$ cat config.mk
export PLATFORM = sky130hd
export DESIGN_NAME = compare_timer_peripheral_unit
export DESIGN_NICKNAME = d
export VERILOG_FILES = /design/src/ctp_pkg.sv /design/src/ctp_in_stage.sv /design/src/ctp_core.sv /design/src/compare_timer_peripheral_unit.sv
export VERILOG_INCLUDE_DIRS = /design/src /design/src/src
export SDC_FILE = /design/constraint.sdc
export NUM_CORES = 1
export LEC_CHECK = 0
export BUFFER_PORTS_ARGS = -buffer_cell sky130_fd_sc_hd__buf_2
export CORE_ASPECT_RATIO = 2
export CORE_MARGIN = 1.5
export CORE_UTILIZATION = 25
export CTS_BUF_LIST = sky130_fd_sc_hd__clkbuf_8
export CTS_CLUSTER_DIAMETER = 200
export DETAILED_ROUTE_END_ITERATION = 8
export MAX_ROUTING_LAYER = met4
export PLACE_DENSITY_LB_ADDON = 0.3
export SETUP_SLACK_MARGIN = 0.02
export SYNTH_ARGS = -nofsm -noshare
export SYNTH_HDL_FRONTEND = slang
export SYNTH_SLANG_ARGS = --single-unit
$ cat constraint.sdc
create_clock -name clk -period 6.7 [get_ports clk]
set_input_delay 1.675 -clock clk [delete_from_list [all_inputs] [get_ports clk]]
set_output_delay 1.675 -clock clk [all_outputs]
set_load 0.02 [all_outputs]
$ cat src/compare_timer_peripheral_unit_macros.svh
// Assertion macros shared by the compare timer RTL.
`ifndef COMPARE_TIMER_PERIPHERAL_UNIT_MACROS_SVH
`define COMPARE_TIMER_PERIPHERAL_UNIT_MACROS_SVH

`ifndef NO_ASSERTIONS
// a holds at an edge -> b holds at the same edge
`define CTP_ASSERT_SAME(label, a, b) \
  label: assert property (@(posedge clk) disable iff (!rst_n) (a) |-> (b)) \
    else $error("assertion failed: same-cycle implication");
// a holds at an edge -> b holds at the next edge
`define CTP_ASSERT_NEXT(label, a, b) \
  label: assert property (@(posedge clk) disable iff (!rst_n) (a) |=> (b)) \
    else $error("assertion failed: next-cycle implication");
`else
`define CTP_ASSERT_SAME(label, a, b)
`define CTP_ASSERT_NEXT(label, a, b)
`endif

`endif

$ cat src/ctp_pkg.sv
// Types and constants of the compare timer.
package ctp_pkg;

  localparam logic [1:0] OP_TICK  = 2'd0;
  localparam logic [1:0] OP_READ  = 2'd1;
  localparam logic [1:0] OP_WRITE = 2'd2;

  // word indices of the plain map
  localparam logic [3:0] IDX_CTRL   = 4'd0;
  localparam logic [3:0] IDX_IRQEN  = 4'd1;
  localparam logic [3:0] IDX_STATUS = 4'd2;
  localparam logic [3:0] IDX_COUNT  = 4'd3;
  localparam logic [3:0] IDX_CMP0   = 4'd4;
  localparam logic [3:0] IDX_CMP1   = 4'd5;
  // capture control word in the extended map
  localparam logic [3:0] IDX_CAPCTL = 4'd1;

  localparam logic [5:0] REGION_PLAIN = 6'd32;
  localparam logic [5:0] REGION_EXT   = 6'd48;

  localparam int CTRL_CLEAR_BIT      = 0;
  localparam int CTRL_ENABLE_BIT     = 1;
  localparam int CTRL_OVF_CMP1_BIT   = 13;
  localparam int CAPCTL_OVF_CMP1_BIT = 14;

  localparam logic [7:0] STAT_OVF  = 8'h01;
  localparam logic [7:0] STAT_CMP0 = 8'h02;
  localparam logic [7:0] STAT_CMP1 = 8'h04;

  typedef enum logic [2:0] {
    SEL_CTRL,
    SEL_IRQEN,
    SEL_STATUS,
    SEL_COUNT,
    SEL_CMP0,
    SEL_CMP1,
    SEL_CAPCTL,
    SEL_CAPTURE
  } reg_sel_t;

  typedef struct packed {
    logic [1:0]  operation;
    logic [5:0]  byte_offset;
    logic        word_access;
    logic [15:0] write_data;
  } req_t;

  typedef struct packed {
    logic [15:0] read_data;
    logic        access_error;
    logic        irq;
  } res_t;

  // pipeline control between the input stage and the rest
  typedef struct packed {
    logic valid;
    logic adv;
  } stage_ctl_t;

endpackage

$ cat src/ctp_in_stage.sv
// Input register of the compare timer.
module ctp_in_stage
  import ctp_pkg::*;
(
  input  logic       clk,
  input  logic       rst_n,
  input  logic       in_valid,
  output logic       in_stall,
  input  req_t       in_data,
  input  logic       adv,
  output logic       s1_valid,
  output req_t       s1_req
);

  logic s1_valid_r, s1_valid_nxt;
  req_t s1_req_r;
  logic take;

  assign in_stall     = s1_valid_r && !adv;
  assign take         = in_valid && !in_stall;
  assign s1_valid_nxt = take ? 1'b1 : (adv ? 1'b0 : s1_valid_r);

  always_ff @(posedge clk) begin
    if (!rst_n) begin
      s1_valid_r <= 1'b0;
    end else begin
      s1_valid_r <= s1_valid_nxt;
    end
  end

  always_ff @(posedge clk) begin
    if (take) begin
      s1_req_r <= in_data;
    end
  end

  assign s1_valid = s1_valid_r;
  assign s1_req   = s1_req_r;

endmodule

$ cat src/ctp_core.sv
// Timer state, register decode and per-request update.
module ctp_core
  import ctp_pkg::*;
(
  input  logic       clk,
  input  logic       rst_n,
  input  logic       ext_layout,
  input  stage_ctl_t ctl,
  input  req_t       req,
  output res_t       res
);

  logic [15:0] ctrl_r, ctrl_nxt;
  logic [15:0] cnt_r, cnt_nxt;
  logic [15:0] cmp_r [2];
  logic [15:0] cmp_nxt [2];
  logic [15:0] capctl_r, capctl_nxt;
  logic [7:0]  irqen_r, irqen_nxt;
  logic [7:0]  status_r, status_nxt;
  logic [7:0]  psc_r, psc_nxt;

  logic        fire;
  logic        wr;
  logic        bad;
  logic [3:0]  idx;
  logic [3:0]  midx;
  reg_sel_t    sel;
  logic        chg;
  logic        ovf_cmp1;
  logic [7:0]  psc_dec;
  logic [15:0] rd;
  logic        err;

  assign fire = ctl.valid && ctl.adv;
  assign wr   = (req.operation == OP_WRITE);
  assign idx  = req.byte_offset[5:2];
  assign midx = (ext_layout && idx > 4'd1) ? idx - 4'd1 : idx;
  assign bad  = (req.byte_offset[1:0] != 2'b00) || !req.word_access ||
                (req.byte_offset >= (ext_layout ? REGION_EXT : REGION_PLAIN));
  assign psc_dec = psc_r - 8'd1;

  always_comb begin
    if (ext_layout && idx == IDX_CAPCTL) begin
      sel = SEL_CAPCTL;
    end else begin
      unique case (midx)
        IDX_CTRL:   sel = SEL_CTRL;
        IDX_IRQEN:  sel = SEL_IRQEN;
        IDX_STATUS: sel = SEL_STATUS;
        IDX_COUNT:  sel = SEL_COUNT;
        IDX_CMP0:   sel = SEL_CMP0;
        IDX_CMP1:   sel = SEL_CMP1;
        default:    sel = SEL_CAPTURE;
      endcase
    end
  end

  always_comb begin
    ctrl_nxt   = ctrl_r;
    cnt_nxt    = cnt_r;
    cmp_nxt[0] = cmp_r[0];
    cmp_nxt[1] = cmp_r[1];
    capctl_nxt = capctl_r;
    irqen_nxt  = irqen_r;
    status_nxt = status_r;
    psc_nxt    = psc_r;
    rd         = '0;
    err        = 1'b0;
    chg        = 1'b0;
    ovf_cmp1   = 1'b0;

    if (fire) begin
      case (req.operation) inside
        OP_TICK: begin
          if (ctrl_r[CTRL_ENABLE_BIT]) begin
            if (psc_dec == 8'd0) begin
              psc_nxt = 8'd1 << ctrl_r[4:2];
              cnt_nxt = cnt_r + 16'd1;
              chg     = 1'b1;
            end else begin
              psc_nxt = psc_dec;
            end
          end
        end
        OP_READ, OP_WRITE: begin
          if (bad) begin
            err = 1'b1;
          end else begin
            unique case (sel)
              SEL_CTRL: begin
                if (wr) begin
                  ctrl_nxt = req.write_data & 16'hFFFE;
                  if (req.write_data[CTRL_CLEAR_BIT]) begin
                    cnt_nxt = '0;
                    chg     = 1'b1;
                  end
                end else begin
                  rd = ctrl_r;
                end
              end
              SEL_IRQEN: begin
                if (wr) irqen_nxt = req.write_data[7:0];
                else    rd = {8'd0, irqen_r};
              end
              SEL_STATUS: begin
                if (wr) status_nxt = status_r & ~req.write_data[7:0];
                else    rd = {8'd0, status_r};
              end
              SEL_COUNT: begin
                if (wr) begin
                  cnt_nxt = req.write_data;
                  chg     = 1'b1;
                end else begin
                  rd = cnt_r;
                end
              end
              SEL_CMP0: begin
                if (wr) cmp_nxt[0] = req.write_data;
                else    rd = cmp_r[0];
              end
              SEL_CMP1: begin
                if (wr) cmp_nxt[1] = req.write_data;
                else    rd = cmp_r[1];
              end
              SEL_CAPCTL: begin
                if (wr) capctl_nxt = req.write_data;
                else    rd = capctl_r;
              end
              default: begin
                // capture words read zero and refuse writes
                err = wr;
              end
            endcase
          end
        end
        default: ;
      endcase
    end

    // compares see the old count, zero overflow the new; control as written
    if (chg) begin
      ovf_cmp1 = ext_layout ? capctl_nxt[CAPCTL_OVF_CMP1_BIT]
                            : ctrl_nxt[CTRL_OVF_CMP1_BIT];
      if (cnt_r == cmp_r[0]) status_nxt = status_nxt | STAT_CMP0;
      if (cnt_r == cmp_r[1]) status_nxt = status_nxt | STAT_CMP1;
      if (ovf_cmp1) begin
        if (cnt_r == cmp_r[1]) begin
          cnt_nxt    = '0;
          status_nxt = status_nxt | STAT_OVF;
        end
      end else if (cnt_nxt == 16'd0) begin
        status_nxt = status_nxt | STAT_OVF;
      end
    end
  end

  always_ff @(posedge clk) begin
    if (!rst_n) begin
      ctrl_r   <= '0;
      cnt_r    <= '0;
      cmp_r[0] <= 16'hFFFF;
      cmp_r[1] <= 16'hFFFF;
      capctl_r <= '0;
      irqen_r  <= '0;
      status_r <= '0;
      psc_r    <= '0;
    end else begin
      ctrl_r   <= ctrl_nxt;
      cnt_r    <= cnt_nxt;
      cmp_r[0] <= cmp_nxt[0];
      cmp_r[1] <= cmp_nxt[1];
      capctl_r <= capctl_nxt;
      irqen_r  <= irqen_nxt;
      status_r <= status_nxt;
      psc_r    <= psc_nxt;
    end
  end

  assign res.read_data    = (wr || err) ? 16'd0 : rd;
  assign res.access_error = err;
  assign res.irq          = |(status_nxt & irqen_nxt);

endmodule

$ cat src/compare_timer_peripheral_unit.sv
// Top level of the compare timer: input stage, timer core, result register.
//
// Usage notes:
//  - Request channel (in_valid / in_stall / in_data): one request is a
//    prescaler tick, a register read or a register write. A request is taken
//    on a rising edge with in_valid high and in_stall low.
//  - Result channel (out_valid / out_stall / out_data): exactly one result per
//    request, in order: read data, access error flag and the irq level after
//    the request has been applied.
//  - Config channel (cfg_valid / cfg_ready / cfg_data): selects the extended
//    register map. cfg_ready is always high; write only while idle.
//  - Path: a request passes the input register, then the result register, before
//    out_valid rises for it. Throughput: one request per cycle while out_stall
//    holds no pending result, set by the single pass through the core's decode
//    and compare logic.
//  - Reset (rst_n low, synchronous): both pipeline stages empty, control,
//    counter, enables, status and prescaler zero, compares all ones, plain map.
//  - While out_stall holds a pending result, the result register keeps its
//    value and in_stall rises once the input register holds its one request.
`include "compare_timer_peripheral_unit_macros.svh"

module compare_timer_peripheral_unit
  import ctp_pkg::*;
(
  input  logic clk,
  input  logic rst_n,
  input  logic in_valid,
  output logic in_stall,
  input  req_t in_data,
  output logic out_valid,
  input  logic out_stall,
  output res_t out_data,
  input  logic cfg_valid,
  output logic cfg_ready,
  input  logic cfg_data
);

  logic       ext_layout_r;
  logic       out_valid_r, out_valid_nxt;
  res_t       out_data_r;
  logic       adv;
  logic       s1_valid;
  req_t       s1_req;
  stage_ctl_t ctl;
  res_t       core_res;

  // result register frees up when empty or being taken
  assign adv = !out_valid_r || !out_stall;

  assign cfg_ready = 1'b1;

  ctp_in_stage u_in_stage (
    .clk      (clk),
    .rst_n    (rst_n),
    .in_valid (in_valid),
    .in_stall (in_stall),
    .in_data  (in_data),
    .adv      (adv),
    .s1_valid (s1_valid),
    .s1_req   (s1_req)
  );

  assign ctl.valid = s1_valid;
  assign ctl.adv   = adv;

  ctp_core u_core (
    .clk        (clk),
    .rst_n      (rst_n),
    .ext_layout (ext_layout_r),
    .ctl        (ctl),
    .req        (s1_req),
    .res        (core_res)
  );

  assign out_valid_nxt = adv ? s1_valid : out_valid_r;

  always_ff @(posedge clk) begin
    if (!rst_n) begin
      out_valid_r  <= 1'b0;
      ext_layout_r <= 1'b0;
    end else begin
      out_valid_r <= out_valid_nxt;
      if (cfg_valid && cfg_ready) begin
        ext_layout_r <= cfg_data;
      end
    end
  end

  // payload held while stalled
  always_ff @(posedge clk) begin
    if (adv && s1_valid) begin
      out_data_r <= core_res;
    end
  end

  assign out_valid = out_valid_r;
  assign out_data  = out_data_r;

  // input side only backs up behind a full result register
  `CTP_ASSERT_SAME(a_stall_needs_full_out, in_stall, out_valid_r && out_stall)
  // a request leaving the input register shows up as a result next cycle
  `CTP_ASSERT_NEXT(a_stage_to_out, s1_valid && adv, out_valid_r)
  // rejected accesses return no data
  `CTP_ASSERT_SAME(a_err_zero_data, out_valid_r && out_data_r.access_error,
                   out_data_r.read_data == 16'd0)

endmodule

Word-level counts from Yosys, hierarchy flattened

Memory sizes are Yosys's and may differ from the RTL's.
Index checks and enable logic that the tools add are counted.

Bits in registers: 117
Latch bits: 0
RAM bits: 32
Memory bits (read-only): 0
Output and inout port bits: 21
Word-level logic and storage cells: 163
Memories kept: 1

$add $sub $neg: 3
Multipliers: 0
Divide/modulo/power cells: 0
Magnitude comparators: 2
Equal/unequal tests: 16
Shift operators: 1
Muxes and demuxes: 86
Bitwise operators: 8
Reductions and logical operators: 28

Memory list:

| memory       | words | bits a word | rd ports | clocked after memory_dff | write ports | RTL line       | RTL |
|---|---|---|---|---|---|---|---|
| u_core.cmp_r | 2     | 16          | 2        | 0                        | 2           | ctp_core.sv:15 | `logic [15:0] cmp_r [2];` |

Operators with widths:

| cell                    | number |
|---|---|
| $mux W16                | 23 |
| $mux W32                | 4 |
| $mux W8                 | 15 |
| $pmux W16 S7            | 1 |
| $mux W15                | 6 |
| $mux W14                | 6 |
| $eq A16 B16 Y1          | 2 |
| $pmux W16 S2            | 1 |
| $mux W1                 | 22 |
| $pmux W3 S6             | 1 |
| $add A16 B1 Y16 const B | 1 |
| $and A8 B8 Y8           | 2 |
| $logic_not A16 Y1       | 1 |
| $reduce_and A6 Y1       | 2 |
| $eq A3 B3 Y1 const B    | 3 |
| $mux W3                 | 3 |
| $eq A4 B1 Y1 const B    | 2 |
| $eq A4 B2 Y1 const B    | 2 |
| $eq A4 B3 Y1 const B    | 2 |
| $logic_not A8 Y1        | 1 |
| $not A8 Y8              | 1 |
| $reduce_or A8 Y1        | 1 |
| $shl A1 B3 Y8 const A   | 1 |
| $sub A8 B1 Y8 const B   | 1 |
| other kinds (24)        | 40 |

Longest topological paths before layout

Gate-level depths: netlist of the first run.

Word-level depth: 19
Depth in mapped cells: 15
Depth with buffers taken out: 12

Hierarchy

Synthesis of the first run repeated with hierarchy kept, for this count alone.

Cells, all modules: 912
Area total of the unflattened synthesis: 7951.4 um^2

Modules (own cells, without submodules):

| module                        | times used | cells an instance | area an instance (um^2) | seq. area each (um^2) |
|---|---|---|---|---|
| ctp_core                      | 1          | 855               | 6523.8                  | 2062.0 |
| ctp_in_stage                  | 1          | 29                | 798.3                   | 770.7 |
| compare_timer_peripheral_unit | 1          | 28                | 629.4                   | 580.6 |

Least setup slack after synthesis of the first run

Ideal clock, no wire load.

Path type: input-to-reg
From: in out_stall
To: reg out_data_r (netlist bit out_data[0]) (data pin)
Library setup time: 0.256 ns
Arrival: 4.720 ns
Required time: 6.444 ns
Slack: 1.724 ns
Stages on the path: 13
Path buffers: 1
Path through: nand2_1 > nand2_1 > inv_1 > and2_0 > clkbuf_1 > nand3_1 > nor4_4 > mux2i_1 > and3b_1 > nor4_1 > o211ai_1 > or3_1 > o22a_1

RTL lines:

| element              | RTL line                            | RTL |
|---|---|---|
| from (decl)          | compare_timer_peripheral_unit.sv:31 | `input logic out_stall,` |
| to (signal assigned) | compare_timer_peripheral_unit.sv:92 | `out_data_r <= core_res;` |
| to (decl)            | compare_timer_peripheral_unit.sv:40 | `res_t out_data_r;` |

==> reports/metrics.cfg, run 1 <==
[placed_design]
portBuffers=50
post-dp-hpwl_um=20900
gp_congestion=0.913

[synth]
avgSynthCellArea_sq_um=8.80
synthesis.nets=928
synth-edff-count=43
synth_area_sq_mm=0.00782
synth_commonest_cells=nand2_1 (157), dfxtp_1 (106), a21oi_1 (72), nor2_1 (66), clkbuf_1 (48)
synth_top_cell_by_area=dfxtp_1
synth_top_area_share=0.271
synth_most_common_cell=nand2_1
yosys_warnings=0
synthFlopType=dfxtp_1
seq_area_frac_synth=0.436
synth_top_cells_by_area=dfxtp_1 (27%), edfxtp_1 (17%), nand2_1 (7.5%)
synth-seq-cells=149
ys_types=90
synthCells=889
async_reset_ff_frac=0

[timing]
finalCritPeriodShare=0.718
finalClockSkew_ps=19.3
fin_tns_setup_ps=0
clock.fmax_ghz=0.208
relSlewSlack=0.231
setup_viol=0
layout_min_cycle_time_ps=4810
slew_violations=0
worstMarginPinSlew_ps=1140
hold_violations=0
rsz0062_at_grt=false

[routing]
wl_per_cell_um=21.0
drc_errors=0
first_pass_iters=6
wl_um=28300
via_per_inst=5.23
initialDrtViolationCount=529
drtAntennaViolNets=0
vias=7030

[cts]
path_clk_slew_ps=90
htreeDepth=4
cts_sinks=149
numCtsBuffers=17
cts_tree=built
clockBufferDepth=2
cts-root-buf=clkbuf_8
cts_resized=0
clk_latency_ps=490
post_cts_buffers=0
hold_buffers=0

[critical_path]
crit_path_start=ext_layout_r
endpoint_kind=register
startpoint_type=register
crit_required_ps=6950
worstPathMaxFanout=20
crit_type=reg -> reg
cp.arrival_ps=5060
r2r_start=ext_layout_r

[floorplanning]
fp.dieH_um=253
die_area_sq_mm=0.0324
fp.dieW_um=128
core_sq_mm=0.0309
rows=91
start_util=0.254
io_pins=52

[grt]
track_usage=0.183
grt_max_degree=50
overflow=0
grt_pass1_vias=6981
grt_pass1_wl_um=42300
antenna_found_initial=1

[hold_path]
hp-start=u_core.ctrl_r[12]
hold_path.class=reg -> reg

[status]
status=finished, final reports clean

[layout]
nets=950
fill_cells=3309
fin_util=0.288
syn2layout_area_growth_pct=13.7
drive_above_1_share=0.144

[flow_run]
cap_viol_max_count=0

[pwr]
p_per_area_mw_per_mm2=209
power_leakage_nw=3.11
vdd.ir_drop.worst_mv=0.140

layout by cell type (no fill, tap or decap), types with 4 or more instances in the layout:
| cell | count |
|---|---|
| nand4_1 | 12 |
| a221oi_1 | 9 |
| inv_1 | 19 |
| buf_4 | 15 |
| buf_2 | 50 |
| nor4_1 | 13 |
| a21bo_2 | 4 |
| edfxtp_1 | 43 |
| clkbuf_8 | 18 |
| a222oi_1 | 16 |
| a22oi_1 | 13 |
| a21oi_1 | 72 |
| o21a_1 | 8 |
| nand3_1 | 41 |
| and2_1 | 10 |
| or4_1 | 5 |
| o31ai_1 | 6 |
| or3_1 | 4 |
| mux2i_1 | 14 |
| ha_1 | 8 |
| nor3_1 | 20 |
| a211oi_1 | 10 |
| o21ai_0 | 13 |
| dfxtp_1 | 106 |
| clkinv_4 | 4 |
| and4_1 | 6 |
| mux2_2 | 11 |
| nor4b_1 | 5 |
| a31oi_1 | 6 |
| and3b_1 | 5 |
| nand2_1 | 157 |
| nor2_1 | 66 |
| and3_1 | 15 |
| xor2_1 | 34 |
critical path, cell delays in order, from the launching register on:
cell	delay, ps
dfxtp_1	810
ha_1	350
a21bo_2	230
a2111oi_4	750
nand3_1	310
nor4_4	590
mux2i_1	300
and3b_1	200
nor4_1	300
o211ai_1	170
or3_1	390
o22a_1	160
through the flow:
stage	hold slack, ps	cell area (sq um)	power [mW]	std cells	worst slack, ps
finish	456	8890	1.86	1343	1890
global placement	438	8470	1.13	1310	1520
detailed placement	444	8470	1.12	1310	1450
floorplan	431	7820	1.06	889	1720
global route	472	8890	1.91	1343	1670
CTS	457	8890	1.88	1342	1910
power by group:
| group | switching [mW] | internal [mW] | total, mW |
|---|---|---|---|
| combinational | 0.0955 | 0.0435 | 0.139 |
| clock | 0.399 | 0.353 | 0.752 |
| sequential | 0.0242 | 0.941 | 0.965 |
state kept, by name, indices dropped and copies added (netlist names):
signal	flops
u_core.ctrl_r	15
u_core.status_r	8
u_in_stage.s1_req	25
u_core.capctl_r	16
u_in_stage.s1_valid	1
u_core.psc_r	8
u_core.cnt_r	16
u_core.cmp_r	32
out_data	18
out_valid	1
ext_layout_r	1
u_core.irqen_r	8
metal layers:
metal / up-vias / track usage / share of wire
met2: 225 / 0.339 / 0.56
met3: 98 / 0.0289 / 0.039
met5: - / - / 0
li1: 3293 / - / -
met4: 0 / 0.127 / 0.070
met1: 3414 / 0.169 / 0.34
area by class of cell:
class / instances / area, sq um / share of cell area
Antenna cell: 1 / 2.50 / 0.000281
Clock buffer: 18 / 248 / 0.0279
Clock inverter: 14 / 168 / 0.0189
Inverter: 21 / 78.8 / 0.00886
Multi-Input combinational cell: 657 / 4100 / 0.461
Sequential cell: 149 / 3410 / 0.384
Tap cell: 418 / 523 / 0.0588
Timing Repair Buffer: 65 / 363 / 0.0408
kinds of logic (layout without fill, tap and decap cells):
group                    after synthesis  in the layout  synth area share
AND/OR/NAND/NOR                      388            388             0.245
AO/OA/AOI/OAI                        199            199             0.184
flip-flops                           149            149             0.436
buffers and inverters                 83            118            0.0443
XOR/XNOR                              36             36            0.0427
multiplexers                          25             25            0.0337
adder cells (fa/ha/maj)                8              8            0.0128
other                                  1              2          0.000479
final timing paths:
| check | end | slack, ps | cells after the start |
|---|---|---|---|
| setup / recovery | out_data[0] | 1890 | 11 |
| setup reg to reg | out_data[0] | 1890 | 11 |
| hold / removal | u_core.ctrl_r[12] | 460 | 2 |
| hold reg to reg | u_core.ctrl_r[12] | 460 | 2 |
Power figures use the tool's default switching activity.
==> run 2: changes to the inputs <==
==> constraint.sdc (replaced) <==
create_clock -name clk -period 4.85 [get_ports clk]
set_input_delay 1.2125 -clock clk [delete_from_list [all_inputs] [get_ports clk]]
set_output_delay 1.2125 -clock clk [all_outputs]
set_load 0.02 [all_outputs]
==> reports/metrics.cfg, run 2 (synthesis results as in run 1) <==
[grt]
overflow=0
grt_pass1_wl_um=43200
grt_max_degree=50
grt_pass1_vias=7179
antenna_found_initial=0
track_usage=0.186

[routing]
vias=7155
wl_um=28700
via_per_inst=5.27
initialDrtViolationCount=476
wl_per_cell_um=21.2
drtAntennaViolNets=0
first_pass_iters=8
drc_errors=0

[cts]
cts_tree=built
cts_sinks=149
htreeDepth=4
clk_latency_ps=490
cts-root-buf=clkbuf_8
clockBufferDepth=2
hold_buffers=0
path_clk_slew_ps=90
post_cts_buffers=0
cts_resized=0
numCtsBuffers=17

[placed_design]
portBuffers=50
dp_slack_ps=469
post-dp-hpwl_um=21500
gp_congestion=0.938

[floorplanning]
fp.dieH_um=253
core_sq_mm=0.0309
rows=91
start_util=0.254
fp.dieW_um=128
die_area_sq_mm=0.0324
io_pins=52

[timing]
finalCritPeriodShare=0.908
rsz0062_at_grt=false
fin_tns_setup_ps=0
relSlewSlack=-0.0355
hold_violations=0
worstMarginPinSlew_ps=1550
layout_min_cycle_time_ps=4400
setup_viol=0
setup_slack_ps=447
slew_violations=10
finalClockSkew_ps=16.7
clock.fmax_ghz=0.227

[critical_path]
critPathSlowestCell=edfxtp_1
crit_path_start=u_in_stage.s1_req[21]
worstPathMaxFanout=11
endpoint_kind=register
startpoint_type=register
r2r_start=u_in_stage.s1_req[21]
critical-path-top-delay-family=simple AND/OR/NAND/NOR gates
crit_chain=inv_1 -> ha_1 -> a21bo_2 -> a2111oi_4 -> buf_4 -> nand2_1 -> nor3_1 -> a21oi_4 -> or2_1 -> a221oi_1 -> and4_1 -> and4_1 -> o22a_1
cp_num_buf_inv=2
cp.arrival_ps=4770
r2r_slack_ps=450
crit_top_cell=and4_1
crit_required_ps=5210
reg2regPathDepth=13
reg2reg_to=out_data[0]
worst_path_largest_cell_delay_ps=560
crit_type=reg -> reg

[layout]
nets=965
most-common-layout-cells=nand2_1 (157), dfxtp_1 (106), a21oi_1 (72)
largest_register_ffs=32
multi_input_area_sq_mm=0.00410
fill_cells=3311
final_common_cell=nand2_1
syn2layout_area_growth_pct=14.4
register_area_sq_mm=0.00341
largest-register=u_core.cmp_r
drive_above_1_share=0.154

[flow_run]
cap_viol_max_count=1

[pwr]
p_per_area_mw_per_mm2=274
power_leakage_nw=3.17
vdd.ir_drop.worst_mv=0.141

[hold_path]
min_path_cells=2
worstHoldEndpoint=u_core.capctl_r[6]
hold_path.class=reg -> reg
hp-start=u_core.capctl_r[6]

[status]
status=finished with violations
failed_checks=capacitance limit, slew limit

[run 2: cell count changes in the layout (fill, tap and decap cells not counted), sizes merged]
cell | before | now
clkinvlp | 1 | 2
bufinv | 2 | 1
buf | 65 | 80
[run 2: stage by stage]
stage | hold slack, ps | instances | power, mW | util | cell area (sq um)
4_1_cts | 456 | 1357 | 2.48 | 0.290 | 8950
6_report | 454 | 1358 | 2.46 | 0.290 | 8950
3_5_place_dp | 444 | 1325 | 1.56 | 0.278 | 8590
2_1_floorplan | 431 | 889 | 1.47 | - | 7820
5_1_grt | 477 | 1357 | 2.54 | 0.290 | 8950
3_3_place_gp | 438 | 1325 | 1.56 | 0.278 | 8590
[run 2: how the worst max path moves through the flow]
stage	to	cells after the start
5_1_grt	out_data[0]	13
3_5_place_dp	out_data[0]	13
6_report	out_data[0]	13
2_1_floorplan	out_data[0]	13
4_1_cts	out_data[0]	13
3_3_place_gp	out_data[0]	13
[run 2: area by class of cell]
type	count	share of cell area
multi-input combinational	657	0.458
timing repair buffer	80	0.0531
sequential	149	0.381
tap	418	0.0584
clock inverter	14	0.0127
inverter	21	0.00881
antenna	1	0.000280
clock buffer	18	0.0277
[run 2: worst register-to-register path, stage by stage (launching register included)]
cell       delay [ps]
edfxtp_1          560
inv_1             140
ha_1              290
a21bo_2           230
a2111oi_4         490
buf_4             250
nand2_1            80
nor3_1            460
a21oi_4           190
or2_1             390
a221oi_1          430
and4_1            300
and4_1            310
o22a_1            170
[run 2: power breakdown]
group	total, mW	leakage (nW)	switching (mW)	internal (mW)
clock	0.922	0.193	0.508	0.414
sequential	1.33	1.28	0.0325	1.30
combinational	0.201	1.70	0.135	0.0656
total	2.46	3.17	0.675	1.78
[run 2: per-layer routing]
metal | vias up | part of all wire | wire [um] | GRT usage
li1 | 3320 | - | - | -
met4 | 0 | 0.061 | 1760 | 0.119
met5 | - | 0 | 0 | -
met1 | 3470 | 0.34 | 9710 | 0.171
met3 | 90 | 0.036 | 1050 | 0.0241
met2 | 275 | 0.56 | 16200 | 0.354
==> run 3: changes to the inputs <==
--- a/config.mk
+++ b/config.mk
@@ -14,7 +14,7 @@
 export CTS_CLUSTER_DIAMETER = 200
 export DETAILED_ROUTE_END_ITERATION = 8
 export MAX_ROUTING_LAYER = met4
-export PLACE_DENSITY_LB_ADDON = 0.3
+export PLACE_DENSITY_LB_ADDON = 0.15
 export SETUP_SLACK_MARGIN = 0.02
 export SYNTH_ARGS = -nofsm -noshare
 export SYNTH_HDL_FRONTEND = slang
==> reports/metrics.cfg, run 3 (synthesis results as in run 1) <==
[status]
status=finished, final reports clean

[hold_path]
min_path_cells=2
hp-start=u_core.capctl_r[3]
worstHoldEndpoint=u_core.capctl_r[3]
hold_path.class=reg -> reg

[grt]
grt_pass1_wl_um=46000
overflow=0
antenna_found_initial=1
grt_max_degree=43
track_usage=0.203
grt_pass1_vias=7047

[critical_path]
crit_type=reg -> reg
r2r_slack_ps=700
crit_path_start=u_in_stage.s1_req[21]
crit_required_ps=5210
crit_chain=inv_1 -> ha_1 -> a21bo_2 -> a2111oi_4 -> buf_4 -> nand2_1 -> nor3_1 -> a21oi_4 -> or2_1 -> a221oi_1 -> and4_1 -> and4_1 -> o22a_1
startpoint_type=register
reg2reg_to=out_data[0]
critical-path-top-delay-family=simple AND/OR/NAND/NOR gates
cp_num_buf_inv=2
worstPathMaxFanout=12
r2r_start=u_in_stage.s1_req[21]
reg2regPathDepth=13
crit_top_cell=and4_1
worst_path_largest_cell_delay_ps=570
cp.arrival_ps=4510
endpoint_kind=register
critPathSlowestCell=edfxtp_1

[flow_run]
cap_viol_max_count=0

[cts]
cts-root-buf=clkbuf_8
htreeDepth=4
path_clk_slew_ps=90
clk_latency_ps=490
clockBufferDepth=2
post_cts_buffers=0
numCtsBuffers=17
hold_buffers=0
cts_resized=0
cts_sinks=149
cts_tree=built

[routing]
wl_per_cell_um=22.9
wl_um=31000
drtAntennaViolNets=0
first_pass_iters=8
vias=7022
via_per_inst=5.17
drc_errors=0
initialDrtViolationCount=556

[layout]
largest-register=u_core.cmp_r
drive_above_1_share=0.156
syn2layout_area_growth_pct=14.7
nets=964
most-common-layout-cells=nand2_1 (157), dfxtp_1 (106), a21oi_1 (72)
fin_util=0.291
final_common_cell=nand2_1
final_area_sq_mm=0.00897
largest_register_ffs=32

[floorplanning]
rows=91
io_pins=52
die_area_sq_mm=0.0324
fp.dieH_um=253
fp.dieW_um=128
start_util=0.254
core_sq_mm=0.0309

[placed_design]
gp_congestion=0.889
portBuffers=50
postPlaceCellArea_sq_mm=0.00858
post-dp-hpwl_um=23400

[pwr]
finalPower_mw=2.53
p_per_area_mw_per_mm2=282
vdd.ir_drop.worst_mv=0.245
power_leakage_nw=3.16

[timing]
finalClockSkew_ps=11.2
slew_violations=0
setup_viol=0
worstMarginPinSlew_ps=1270
relSlewSlack=0.153
finalCritPeriodShare=0.856
fin_tns_setup_ps=0
hold_violations=0
clock.fmax_ghz=0.241
rsz0062_at_grt=false
layout_min_cycle_time_ps=4150

run 3: tightest hold or removal path, delay by kind of cell, from the launching register on:
kind	cells	cell delay, ps
AOI/OAI and AO/OA	1	50
DFF	1	320
and+or+nand+nor	1	50
run 3: routing by layer:
metal / track usage / up-vias / share of wire
met5: - / - / 0
li1: - / 3324 / -
met4: 0.137 / 0 / 0.071
met2: 0.373 / 241 / 0.55
met1: 0.194 / 3378 / 0.34
met3: 0.0251 / 79 / 0.038
run 3: how the worst max path moves through the flow:
| stage | endpoint | slack (ps) | depth (start not counted) |
|---|---|---|---|
| after floorplan | out_data[0] | 340 | 13 |
| after global placement | out_data[0] | 530 | 13 |
| after detailed placement | out_data[0] | 520 | 13 |
| after CTS | out_data[0] | 730 | 13 |
| after global routing | out_data[0] | 440 | 12 |
| final | out_data[0] | 700 | 13 |
run 3: final cells by class:
type                    count  area [sq um]
fillers                  3322         21900
multi-input cells         657          4100
flip-flops and latches    149          3410
well taps                 418           523
repair buffers             79           468
clock buffers              18           248
clock inverters            14           140
inverters                  21          78.8
diodes                      1          2.50
run 3: power by group:
group,internal [mW],total [mW],switching (mW)
clock,0.433,0.992,0.559
sequential,1.30,1.34,0.0377
combinational,0.0653,0.201,0.135
run 3: through the flow:
stage	std cells	worst slack [ps]	hold WS [ps]
detailed placement	1324	520	448
global placement	1324	532	442
global route	1357	437	480
finish	1357	698	462
CTS	1356	725	464
floorplan	889	336	431
